--- src/hw/rtl/csfe_pkg.sv ---
// Shared types and constants for the clipped shape fill engine.
// No dependencies; every other file of the block imports this package.
`timescale 1ns / 1ps
package csfe_pkg;

    // Command codes
    localparam logic [2:0] OP_CLEAR = 3'd0;
    localparam logic [2:0] OP_PIXEL = 3'd1;
    localparam logic [2:0] OP_RECT  = 3'd2;
    localparam logic [2:0] OP_TRIUP = 3'd3;
    localparam logic [2:0] OP_TRIDN = 3'd4;
    localparam logic [2:0] OP_DIAM  = 3'd5;
    localparam logic [2:0] OP_READ  = 3'd6;

    // Configuration register indexes (byte address 4 * index)
    localparam logic REG_WIDTH  = 1'b0;
    localparam logic REG_HEIGHT = 1'b1;
    localparam int   PAW        = 3;

    // Character codes
    localparam logic [7:0] DOT_CHAR   = 8'd46;
    localparam logic [7:0] SPACE_CHAR = 8'd32;
    localparam logic [7:0] DIGIT_ZERO = 8'd48;

    // Signed coordinate width: covers origin +/- 254 and origin + 2 * 127
    localparam int CW = 11;
    // Effective canvas size width: 0..256
    localparam int EW = 9;

    typedef struct packed {
        logic [2:0]        opcode;
        logic signed [7:0] pos_x;
        logic signed [7:0] pos_y;
        logic [6:0]        size_w;
        logic [6:0]        size_h;
        logic [7:0]        brush_char;
    } t_cmd;

    typedef struct packed {
        logic [7:0] read_char;
        logic       hit;
    } t_result;

    // Effective (saturated) canvas size
    typedef struct packed {
        logic [EW-1:0] w;
        logic [EW-1:0] h;
    } t_canvas;

    // Command completion from the sequencer to the view stage
    typedef struct packed {
        logic              done;
        logic              is_read;
        logic signed [7:0] pos_x;
        logic signed [7:0] pos_y;
    } t_fin;

    // Remainder by ten of a value below 128, by restoring subtraction
    function automatic logic [3:0] mod10(input logic [6:0] v);
        logic [6:0] t;
        t = v;
        if (t >= 7'd80) t = t - 7'd80;
        if (t >= 7'd40) t = t - 7'd40;
        if (t >= 7'd20) t = t - 7'd20;
        if (t >= 7'd10) t = t - 7'd10;
        return t[3:0];
    endfunction

endpackage

--- src/hw/rtl/csfe_view.sv ---
// Result stage: forms the printed view of a read and registers each result.
// Depends on csfe_pkg.
`timescale 1ns / 1ps
module csfe_view import csfe_pkg::*; (
    input  logic       i_clk,
    input  logic       i_rst_n,
    input  t_fin       i_fin,
    input  t_canvas    i_canvas,
    input  logic [7:0] i_rdata,
    output logic       o_strobe,
    output t_result    o_result
);

    logic              r_strobe;
    t_result           r_result;
    logic signed [9:0] px_e, py_e, w_e, h_e;
    logic [7:0]        px_m1, py_m1;
    logic              hit;
    logic [7:0]        rchar;

    // Classify the read position
    always_comb begin
        px_e  = 10'($signed(i_fin.pos_x));
        py_e  = 10'($signed(i_fin.pos_y));
        w_e   = $signed(10'(i_canvas.w));
        h_e   = $signed(10'(i_canvas.h));
        px_m1 = i_fin.pos_x - 8'd1;
        py_m1 = i_fin.pos_y - 8'd1;
        hit   = i_fin.is_read && (px_e >= 10'sd0) && (px_e <= w_e)
                && (py_e >= 10'sd0) && (py_e <= h_e);
        rchar = 8'd0;
        if (hit) begin
            if (px_e == 10'sd0 && py_e == 10'sd0) begin
                rchar = SPACE_CHAR;
            end else if (py_e == 10'sd0) begin
                rchar = DIGIT_ZERO + 8'(mod10(px_m1[6:0]));
            end else if (px_e == 10'sd0) begin
                rchar = DIGIT_ZERO + 8'(mod10(py_m1[6:0]));
            end else begin
                rchar = i_rdata;
            end
        end
    end

    // Strobe for one cycle per finished item
    always_ff @(posedge i_clk) begin
        if (!i_rst_n) begin
            r_strobe <= 1'b0;
        end else begin
            r_strobe <= i_fin.done;
        end
    end

    // Hold the payload between items
    always_ff @(posedge i_clk) begin
        if (i_fin.done) begin
            r_result.read_char <= rchar;
            r_result.hit       <= hit;
        end
    end

    assign o_strobe = r_strobe;
    assign o_result = r_result;

endmodule

--- config.mk ---
export PLATFORM = sky130hd
export DESIGN_NAME = csfe_view
export DESIGN_NICKNAME = d
export VERILOG_FILES = /design/src/hw/rtl/csfe_pkg.sv /design/src/hw/rtl/csfe_view.sv
export SDC_FILE = /design/constraint.sdc
export NUM_CORES = 1
export LEC_CHECK = 0
export BUFFER_PORTS_ARGS = -buffer_cell sky130_fd_sc_hd__buf_2
export CORE_MARGIN = 2
export CORE_UTILIZATION = 51
export DETAILED_ROUTE_END_ITERATION = 8
export PLACE_DENSITY = 0.89
export SETUP_SLACK_MARGIN = 0.15
export SLEW_MARGIN = 30
export SYNTH_ARGS = -nofsm -noshare
export SYNTH_HDL_FRONTEND = slang
export SYNTH_SLANG_ARGS = --single-unit
--- constraint.sdc ---
create_clock -name i_clk -period 4.1 [get_ports i_clk]
set_input_delay 0.41 -clock i_clk [delete_from_list [all_inputs] [get_ports i_clk]]
set_output_delay 0.41 -clock i_clk [all_outputs]
set_load 0.02 [all_outputs]
==> impl.org, run 1 <==
** Status
- The run finished, with violations left.
- Failing checks :: setup timing

** Synth
- Cell type with the highest aggregate area in the netlist :: ha_1
- Number of standard cells after synthesis :: 318
- Synthesized Nets :: 389
- After synthesis, the share of flip-flops with an asynchronous set or reset is 0%.
- After synthesis the netlist holds a flip-flop and latch count of 10.
- Post-synthesis instance area :: 2470 um^2
- Sequential-to-total area share from yosys stat :: 11.8%
- By area the synthesized netlist is led by ha_1, edfxtp_1, inv_1, xnor2_1, nor2_1.
- Number of enable-type register cells in the synthesized netlist :: 9
- During synthesis, Yosys emitted a total of 0 warnings.
- Area share of the leading cell type in the synthesized netlist :: 12.7%
- The netlist uses 78 different library cells.
- Most frequently used flop master after synthesis :: edfxtp_1
- Avg Synthesized Cell Area :: 7.77 um^2

** Finish
- Leaving out fill and tap cells, the most frequent cells in the layout are buf_4, buf_2, inv_1.
- NumNets Final :: 500
- Excluding fillers, the count of instances in the completed layout stands at 482.
- Area added between synthesis and finish :: 40.5%
- The post-route netlist has 39.0% of its cells at a drive strength greater than 1.
- The number of antenna diodes in the final layout is 0.
- Leaving out fill and tap cells, the most frequent cell in the layout is buf_4.
- Util after Layout :: 74.0%

** Die
- After floorplanning, the core was sized to cover 4690 um^2.
- The floorplan step defined a die boundary enclosing 5420 um^2.
- The die is 73.6 um wide.
- Effective utilization at floorplan :: 52.6%
- IO Pins :: 56
- Die height :: 73.6 um
- Row generation in the floorplan step produced 25 rows.

** Timing
- For the pin with the worst max-slew slack, the measured transition is 0.660 ns.
- Number of setup violations in the final report :: 2
- Highest Clock Rate :: 243 MHz
- Crit share post-route :: 100%
- After routing, the total negative slack on setup checks comes to -0.0148 ns.
- The number of endpoints with negative hold slack in the final report was 0.
- Max transition margin :: 55.7%
- Setup repair after global routing could not meet its margin everywhere.
- Final period demand of the worst path :: 4.11 ns
- On the final layout, the worst hold slack is 0.392 ns.
- Across all setup checks in the final design, the least slack found is -0.0115 ns.
- Slew Viols, Final :: 0

** Clock tree
- The root buffer cell chosen for the clock tree is clkbuf_8.
- Clock slew at the register clock pins of the worst setup and hold paths :: 0.05 ns
- CTS built an H-tree with a depth of 1.
- CTS tree :: done
- The clock net in this run drives a total of 10 sinks.
- Clock tree synthesis inserted a total of 3 buffers.
- The clock passes through at most 2 buffers.

** Worst setup path
- For the worst setup path, the data arrival time is 4.08 ns.
- Critical path fanouts, max :: 4
- CP Cell Sequence :: buf_6 -> inv_4 -> ha_4 -> nor3b_4 -> xnor2_2 -> ha_1 -> inv_2 -> a22o_1 -> a32oi_4 -> o21ai_2 -> a2bb2o_4 -> o21ai_4 -> and3_4 -> a21oi_2 -> ha_2 -> buf_4 -> nor2b_1 -> a41o_1 -> o31a_1 -> xnor2_1 -> o21ai_1
- Together, buffers and inverters on the worst path number 4.
- Required time of the worst setup path :: 4.07 ns
- The worst setup path is launched from an input port.
- Kind of end point of the critical path :: flip-flop
- In this design, the stage delay of the slowest critical-path cell is 0.33 ns.
- For this design, the slowest cell found on the critical path is ha_1.
- The worst setup path is of the in2reg kind.
- Family of cells with the greatest summed delay on the critical path :: compound AO/OA/AOI/OAI gates
- CP startpoint :: i_fin[8]

** Min path
- Min-Delay Startpoint :: i_rst_n
- Worst min-delay path category :: in2reg
- The worst hold path terminates at o_strobe.
- Along the worst hold path, the cell count comes to 2.

** Global routing
- The initial antenna violation count was 0.
- Global-route wire length before repair :: 12,700 um
- Via count of the first global-routing pass :: 2,845
- Total global routing overflow :: 0
- Entering global routing, the biggest net connects 19 pins.
- Total global-route track usage :: 28.6%

** Detailed routing
- Drt wl/cell :: 16.4 um
- Vias per std cell :: 6.37
- Wires add up to 7920 um.
- First-pass iteration count of the detailed router :: 5
- In this run, the number of DRC markers left after iteration 0 of detailed routing was 277.
- Once detail routing completed, the nets flagged for antenna violations numbered 0.
- For this run, design rule violations remaining after detail routing come to 0.
- Detailed routing inserted a total of 3,069 vias.

** Placed design
- Detailed placer's ending HPWL :: 5970 um
- Cell count after placement :: 463
- Buffers placed on the I/O ports in this run total 55.
- Routability-driven placement finished with a final weighted congestion of 0.918.

** Pwr
- Power Density :: 211 nW/um^2
- In this run the static leakage power is 1.54 nW.
- The worst-case IR drop observed on VDD is 0.111 mV.

** Run
- Max-cap violations in this run came to 0.
-- report_power, final --
part           switching [mW]  total, mW  internal, mW
sequential            0.00131      0.120         0.118
clock                  0.0337      0.101        0.0677
combinational           0.261      0.513         0.251
-- Yosys cell counts (2+ instances only) --
cell type / number
a2111oi_0: 2
a211oi_1: 2
a21boi_0: 3
a21oi_1: 12
a221o_1: 2
a311oi_1: 3
a31oi_1: 5
a32oi_1: 4
a41o_1: 2
and2_1: 3
and3_1: 6
buf_2: 2
buf_4: 4
buf_6: 2
clkbuf_1: 7
edfxtp_1: 9
ha_1: 25
inv_1: 26
mux2i_1: 2
nand2_1: 19
nand2b_1: 3
nand3_1: 15
nand3b_1: 2
nand4_1: 8
nor2_1: 23
nor2b_1: 10
nor3_1: 11
nor3b_1: 4
nor4_1: 3
o211ai_1: 6
o21a_1: 7
o21ai_0: 6
o21ai_1: 2
o21ba_1: 2
o22ai_1: 4
o311a_1: 3
o31a_1: 4
o31ai_1: 6
o32ai_1: 3
or2_1: 2
or3_1: 6
or3b_1: 2
xnor2_1: 10
xor2_1: 2
-- stage by stage --
step	setup slack (ns)	power [mW]	area, um^2
final	-0.0115	0.733	3470
after global routing	-0.187	0.781	3470
after CTS	0.153	0.694	3380
after detailed placement	-0.194	0.568	3210
after global placement	0.0207	0.548	3210
after floorplan	-0.0564	0.415	2590
-- area by class of cell --
class | count | area (um^2)
fillers | 336 | 1220
flip-flops and latches | 10 | 290
clock buffers | 4 | 45.0
inverters | 27 | 106
repair buffers | 121 | 786
well taps | 54 | 67.6
multi-input cells | 266 | 2180
-- state kept, by name, summed over array words and instances, names as in the netlist --
| signal | count |
|---|---|
| o_strobe | 1 |
| o_result | 9 |
-- kinds of logic (layout without fill, tap and decap cells) --
| group | after synthesis | after routing | share of synthesized area, % |
|---|---|---|---|
| xor+xnor | 13 | 13 | 4.91 |
| mux | 2 | 2 | 0.811 |
| simple gates | 128 | 128 | 30.0 |
| flops | 10 | 10 | 11.8 |
| fa+ha+maj | 25 | 25 | 12.7 |
| compound gates | 98 | 98 | 32.1 |
| buf+inv | 42 | 152 | 7.70 |
-- how the worst max path moves through the flow --
stage	cells after the start	end	slack [ns]
final	21	o_result[2]	-0.01
after CTS	23	o_result[3]	0.15
after floorplan	24	o_result[2]	-0.06
after global routing	23	o_result[2]	-0.19
after detailed placement	21	o_result[2]	-0.19
after global placement	22	o_result[3]	0.02
-- per-layer routing --
layer  share of wire (%)  track usage, %
met4                 2.9            8.69
met2                  49            50.7
met3                 6.2            3.84
met1                  42            35.7
met5                   0               0
-- what timing repair did --
action | 4_1_cts | 5_1_grt
buffers inserted | 9 | 6
endpoints found under the setup margin | 2 | 3
hold endpoints to repair | 0 | 0
gates resized for setup | 14 | 9
pin swaps | 18 | 16
hold buffers | 0 | 0
Note: power is estimated with default switching activity, not from simulation.
==> run 2: changes to the inputs <==
--- a/config.mk
+++ b/config.mk
@@ -7,9 +7,11 @@
 export LEC_CHECK = 0
 export BUFFER_PORTS_ARGS = -buffer_cell sky130_fd_sc_hd__buf_2
 export CORE_MARGIN = 2
-export CORE_UTILIZATION = 51
+export CORE_UTILIZATION = 52
+export CTS_BUF_LIST = sky130_fd_sc_hd__clkbuf_4 sky130_fd_sc_hd__clkbuf_8
 export DETAILED_ROUTE_END_ITERATION = 8
-export PLACE_DENSITY = 0.89
+export GPL_TIMING_DRIVEN = 0
+export PLACE_DENSITY = 0.9
 export SETUP_SLACK_MARGIN = 0.15
 export SLEW_MARGIN = 30
 export SYNTH_ARGS = -nofsm -noshare
==> run 2 against run 1 <==
Effect of this change: the run still ends with setup timing left; worst hold slack worse by 0.0026 ns; sequential cell count unchanged; sequential share of layout area fell by 0.33 points; final area increased by 4.1%; clock power increased by 9.9%; via count up 4.4%; count of clock-buffer cells in the layout unchanged; worst setup slack worse by 0.36 ns; die area down 1.8%; fmax is 8.1% lower.
==> impl.org, run 2 (synthesis results as in run 1) <==
** Timing
- RSZ-0062 raised after global routing :: true
- Number of setup violations in the final report :: 3 (+1)
- Final period demand of the worst path :: 4.47 ns (+0.361 ns)
- Highest Clock Rate :: 224 MHz (-8.1%)
- Least setup slack across all paths after layout :: -0.373 ns (-0.361 ns)
- The final hold slack was 0.389 ns (-0.00257 ns).
- Crit share post-route :: 109% (+8.8 points)
- Final count of hold timing violations :: 0 (unchanged)
- The accumulated negative setup slack is -0.991 ns (-0.977 ns).
- Slew Viols, Final :: 0 (unchanged)
- The actual transition at the worst max-transition pin was 0.666 ns (+0.00665 ns).
- Max transition margin :: 55.3% (-0.45 points)

** Global routing
- The initial antenna violation count is 0 (unchanged).
- Via count of the first global-routing pass :: 2,926 (+2.8%)
- Global-route wire length before repair :: 12,600 um (-0.71%)
- The pin count of the biggest net entering global routing came to 11 (-8).
- The total track usage is 29.0% (+0.41 points).
- The aggregate global routing overflow is 0 (unchanged).

** Worst setup path
- Max stage delay cell, worst path :: a221o_2
- Critical path fanouts, max :: 7 (+3)
- Kind of end point of the critical path :: flip-flop
- The setup path with the least slack is of type in2reg.
- The delay of the slowest critical-path stage was 0.45 ns (+0.12 ns).
- The most critical setup path has its startpoint at i_fin[9].
- Startpoint class of the critical path :: input port
- Family of cells with the greatest summed delay on the critical path :: compound AO/OA/AOI/OAI gates
- The critical path required time was 4.14 ns (+0.07 ns).
- By instance count, the cell type seen most on the critical path is buf_4.
- Critical path buffers and inverters :: 6 (+2)
- The signal on the critical path passes through buf_4 -> inv_1 -> ha_4 -> buf_6 -> nor3b_4 -> buf_6 -> buf_4 -> a32oi_1 -> a21oi_1 -> a221o_2 -> nor2_4 -> o21a_1 -> and3_4 -> a21oi_4 -> ha_4 -> nor2_2 -> nand2_1 -> nor3_2 -> a311oi_2 -> o21a_1 -> buf_4 -> o211a_1 -> o32ai_2.
- The critical path arrival was 4.51 ns (+0.43 ns).

** Die
- The number of rows in the core area is 25 (unchanged).
- IO Pins :: 56 (unchanged)
- Horizontal die dimension :: 72.9 um (-0.91%)
- Die height :: 72.9 um (-0.91%)
- Die Footprint :: 5320 um^2 (-1.8%)
- The area inside the core boundary is 4660 um^2 (-0.67%).
- Effective utilization at floorplan :: 53.0% (+0.35 points)

** Clock tree
- The register clock-pin slew on the reported worst setup and hold paths is 0.05 ns (about the same).
- Sinks on the clock net :: 10 (unchanged)
- Buffer type at the clock tree root :: clkbuf_8
- Clock tree buffer depth :: 2 (unchanged)
- The post-cts hold buffer count was 0 (unchanged).
- Number of buffers added by the clock tree synthesis step :: 3 (unchanged)
- TritonCTS built the clock tree.
- The count of H-tree levels built during CTS was 1 (unchanged).

** Detailed routing
- First-pass iteration count of the detailed router :: 8 (+3)
- The iteration-0 DRC count of the detailed router came to 361 (+30%).
- The via density per instance is 6.72 (+5.5%).
- The detail-routed net length per standard cell is 18.2 um (+11%).
- The DRC violations left is 0 (unchanged).
- WL final :: 8690 um (+9.7%)
- Routed via count :: 3,205 (+4.4%)
- The number of nets still failing antenna checks after routing is 0 (unchanged).

** Status
- Outcome :: finished with violations
- The final reports fail on setup timing.

** Finish
- From synthesis to final layout, the design area changed by 46.3%.
- The antenna diode instance count came to 0 (unchanged).
- The share of cells above drive strength 1 is 42.1% (+3.1 points).
- Leaving out fill and tap cells, the most frequent cell in the layout is buf_2.
- The multi-input gate area in the final layout came to 2340 um^2 (+7.6%).
- In the layout the commonest cells are buf_2, buf_4, inv_1.
- NumNets Final :: 495 (-1.0%)
- The footprint of the flip-flops and latches came to 290 um^2 (unchanged).
- The number of filler cells placed in the layout came to 302 (-10%).
- Flip-flop count of the largest register after layout :: 9 (unchanged)

** Min path
- Min-Delay Startpoint :: i_rst_n
- Worst min-delay path category :: in2reg

** Placed design
- DP Worst Slack :: -0.702 ns (-0.508 ns)
- The weighted congestion reported at the end of routability-driven placement was 0.959 (+4.6%).
- I/O Buffers :: 55 (unchanged)
- The HPWL reported at the end of detailed placement was 5000 um (-16%).

** Run
- The max-capacitance violation count was 0 (unchanged).

** Pwr
- The leakage power was 1.54 nW (about the same).
- Peak VDD IR :: 0.0954 mV (-14%)
- Power Density :: 215 nW/um^2 (+1.5%)
## run 2: cell types whose count changed in the layout (fill, tap and decap cells not counted), moves of 3 or more
cell	previous run	this run
nand3_2	1	4
buf_4	67	48
nand3_1	14	11
clkbuf_1	1	6
ha_4	2	5
buf_6	2	7
## run 2: area by class of cell
class / instances / area share (%)
multi-input combinational: 266 / 64.8
timing repair buffer: 101 / 17.8
sequential: 10 / 8.04
buffer: 15 / 3.15
inverter: 27 / 2.94
tap: 54 / 1.87
clock buffer: 4 / 1.35
## run 2: path summary, 6_finish.rpt
path,to,cells past startpoint
hold / removal,o_strobe,2
setup / recovery,o_result[3],23
## run 2: metrics by stage
step | area, um^2 | utilization [%] | instances | power (mW)
6_report | 3610 | 77.5 | 477 | 0.775
5_1_grt | 3610 | 77.5 | 477 | 0.819
4_1_cts | 3410 | 73.2 | 470 | 0.687
3_5_place_dp | 2930 | 63.0 | 427 | 0.504
3_3_place_gp | 2930 | 63.0 | 427 | 0.495
2_1_floorplan | 2590 | - | 318 | 0.415
## run 2: power breakdown
group          internal (mW)  switching (mW)
sequential             0.118         0.00152
clock                 0.0745          0.0366
combinational          0.259           0.285
total                  0.452           0.323
## run 2: what timing repair did
item | 4_1_cts | 5_1_grt
setup endpoints to repair | 3 | 3
pin swaps | 27 | 20
resized for setup | 30 | 25
buffers inserted | 39 | 7
## run 2: per-layer routing
layer | track usage (%) | part of all wire (%) | vias up
li1 | - | - | 1446
met1 | 34.9 | 39 | 1488
met2 | 51.9 | 50 | 223
met3 | 3.04 | 7.7 | 48
met4 | 12.6 | 4.0 | 0
met5 | 0 | 0 | -
==> run 3: changes to the inputs <==
--- a/config.mk
+++ b/config.mk
@@ -11,7 +11,7 @@
 export CTS_BUF_LIST = sky130_fd_sc_hd__clkbuf_4 sky130_fd_sc_hd__clkbuf_8
 export DETAILED_ROUTE_END_ITERATION = 8
 export GPL_TIMING_DRIVEN = 0
-export PLACE_DENSITY = 0.9
+export PLACE_DENSITY_LB_ADDON = 0.05
 export SETUP_SLACK_MARGIN = 0.15
 export SLEW_MARGIN = 30
 export SYNTH_ARGS = -nofsm -noshare
==> run 3 against run 2 <==
Effect of this change: the flow still finishes with violations (setup timing); wire length fell by 18%; worst setup slack improved by 0.20 ns; sequential cell count did not move; power fell by 7.3%; die area did not move; worst hold slack got worse by 0.013 ns; via count fell by 8.9%; non-clock buffer count fell by 3; critical path depth rose by 3; count of clock-buffer cells in the layout fell by 1; sequential share of layout area rose by 0.30 points; final area fell by 3.6%; highest routed layer unchanged.
==> impl.org, run 3 (synthesis results as in run 1) <==
** Status
- The flow ran to the end, but the final reports show violations.
- Failing checks :: setup timing

** Placed design
- The number of input and output port buffers inserted was 55 (unchanged).
- The pre-CTS worst setup slack was -0.663 ns (+0.0389 ns).
- Cell count after placement :: 427 (unchanged)
- Detailed placer's ending HPWL :: 4990 um (-0.16%)
- Last weighted congestion value of the routability-driven placer :: 0.924 (-3.6%)

** Worst setup path
- Startpoint class of the critical path :: input port
- The critical path required time came to 4.15 ns (about the same).
- STA classifies the critical path endpoint as a flip-flop.
- Critical path data arrival time :: 4.32 ns (-0.19 ns)
- Critical path fanouts, max :: 4 (-3)
- The critical path in this run is classified as in2reg.
- In this run the worst setup path begins at i_fin[8].

** Pwr
- The switching fraction of total power is 40.8% (-0.95 points).
- The net switching power is 0.293 mW (-9.4%).
- The internal cell power came to 0.425 mW (-5.8%).
- Part of the total power dissipated in the clock network :: 14.8% (+0.5 points)
- The total chip power is 0.718 mW (-7.3%).
- The leakage power is 1.52 nW (-1.8%).
- Power Density :: 206 nW/um^2 (-3.9%)
- The combinational fraction of design power is 68.6% (-1.6 points).
- Peak VDD IR :: 0.109 mV (+14%)
- Reg power frac :: 16.6% (+1.2 points)

** Global routing
- The via count of the first global-routing pass came to 2,753 (-5.9%).
- The total track usage came to 27.4% (-1.6 points).
- The initial antenna violation count came to 0 (unchanged).
- The wire length of the first global-routing pass is 11,900 um (-5.2%).
- The pin count of the biggest net entering global routing is 11 (unchanged).
- Total global routing overflow :: 0 (unchanged)

** Finish
- The flip-flop count of the largest register after layout was 9 (unchanged).
- The library cell used most frequently in the layout, excluding fill and tap cells, is buf_2.
- The share of cells above drive strength 1 came to 38.3% (-3.7 points).
- Ant. Diodes :: 0 (unchanged)
- NumNets Final :: 492 (-0.61%)
- Leading cell types in the layout, fill and taps excluded :: buf_2, buf_4, inv_1
- The filler-free cell count of the finished design is 474 (-0.63%).
- Relative to the synthesized area, the layout overhead comes to 41.0%.

** Clock tree
- H-tree levels :: 1 (unchanged)
- CTS tree :: done
- Sinks on the clock net :: 10 (unchanged)
- Number of buffers added by the clock tree synthesis step :: 3 (unchanged)
- Buffer type at the clock tree root :: clkbuf_8
- The largest buffer count on any clock path came to 2 (unchanged).
- The register clock-pin slew on the reported worst setup and hold paths is 0.05 ns (about the same).
- The post-cts hold buffer count came to 0 (unchanged).

** Min path
- The worst hold path begins at i_rst_n.
- The tightest min-delay check is of the in2reg type.

** Timing
- The post-route minimum period was 4.27 ns (-0.202 ns).
- The actual transition at the worst max-transition pin is 0.664 ns (-0.00233 ns).
- The accumulated negative setup slack was -0.366 ns (+0.625 ns).
- The final period utilization came to 104% (-4.9 points).
- Number of setup violations in the final report :: 3 (unchanged)
- The final hold slack is 0.376 ns (-0.0129 ns).
- The count of final max-slew check failures was 0 (unchanged).
- Highest Clock Rate :: 234 MHz (+4.7%)
- The relative slew slack was 55.4% (+0.16 points).
- RSZ-0062 raised after global routing :: true
- The number of endpoints with negative hold slack in the final report came to 0 (unchanged).
- Least setup slack across all paths after layout :: -0.170 ns (+0.202 ns)

** Detailed routing
- The detail-routed net length per standard cell came to 15.0 um (-18%).
- The number of nets still failing antenna checks after routing is 0 (unchanged).
- First DRT Iteration DRCs :: 199 (-45%)
- The DRC violations left is 0 (unchanged).
- The number of optimization iterations in the first detailed-route pass was 4 (-4).
- The wire length reported by the detailed router is 7100 um (-18%).
- The number of vias in the routed layout came to 2,921 (-8.9%).
- The via density per instance was 6.16 (-8.3%).

** Die
- Die height :: 72.9 um (unchanged)
- The number of top-level design ports was 56 (unchanged).
- Rows :: 25 (unchanged)
- Effective utilization at floorplan :: 53.0% (unchanged)
- The die footprint is 5320 um^2 (unchanged).
- Core area :: 4660 um^2 (unchanged)
- The x dimension of the die came to 72.9 um (unchanged).

** Run
- The max-capacitance violation count came to 0 (unchanged).
==> run 3: changes by cell type in the layout (fill, tap and decap cells not counted), sizes merged <==
cell	before	now
inv	27	26
clkbuf	11	10
clkinv	0	2
buf	109	106
==> run 3: critical path, stage by stage <==
cell	delay, ns
buf_8	0.10
buf_8	0.12
clkinv_4	0.04
ha_4	0.11
buf_6	0.09
nor3b_4	0.27
xnor2_2	0.10
ha_1	0.33
inv_2	0.07
a22o_1	0.26
a32oi_2	0.26
buf_4	0.18
nor3_4	0.04
nor2_4	0.17
buf_6	0.13
o221ai_4	0.08
a21oi_2	0.23
ha_4	0.18
nor2_2	0.03
nand2_1	0.09
nor3_2	0.04
a311oi_1	0.25
o21a_1	0.22
o31a_1	0.19
nor2b_1	0.06
o32ai_1	0.25
==> run 3: power groups by stage <==
stage / registers (mW) / clock network (mW) / logic [mW]
after detailed placement: 0.121 / 0 / 0.382
after CTS: 0.119 / 0.107 / 0.463
after floorplan: 0.131 / 0 / 0.284
after global placement: 0.121 / 0 / 0.377
after global routing: 0.120 / 0.113 / 0.536
final: 0.119 / 0.106 / 0.492
==> run 3: layer usage <==
metal	vias to the layer above	GRT usage, %	share of wire, %
li1	1435	-	-
met1	1378	32.1	41
met2	90	51.8	53
met3	18	2.49	3.8
met4	0	9.05	2.3
met5	-	0	0
==> run 3: worst paths after layout <==
kind,to,slack (ns),cells after the start
min,o_strobe,0.38,2
max,o_result[3],-0.17,26
==> run 3: metrics by stage <==
| step | area, um^2 | utilization [%] |
|---|---|---|
| global placement | 2930 | 63.0 |
| floorplan | 2590 | - |
| CTS | 3410 | 73.2 |
| finish | 3480 | 74.7 |
| detailed placement | 2930 | 63.0 |
| global route | 3480 | 74.7 |
==> run 3: cell type report <==
type	instances	area, um^2
multi-input cells	266	2240
fillers	380	1180
repair buffers	98	621
flip-flops and latches	10	290
plain buffers	15	114
inverters	27	109
well taps	54	67.6
clock buffers	3	41.3
clock inverters	1	3.75
==> run 3: what timing repair did <==
action	4_1_cts	5_1_grt
pin swaps	27	2
setup endpoints to repair	3	3
buffers inserted	39	4
resized for setup	30	10
cloned	0	0
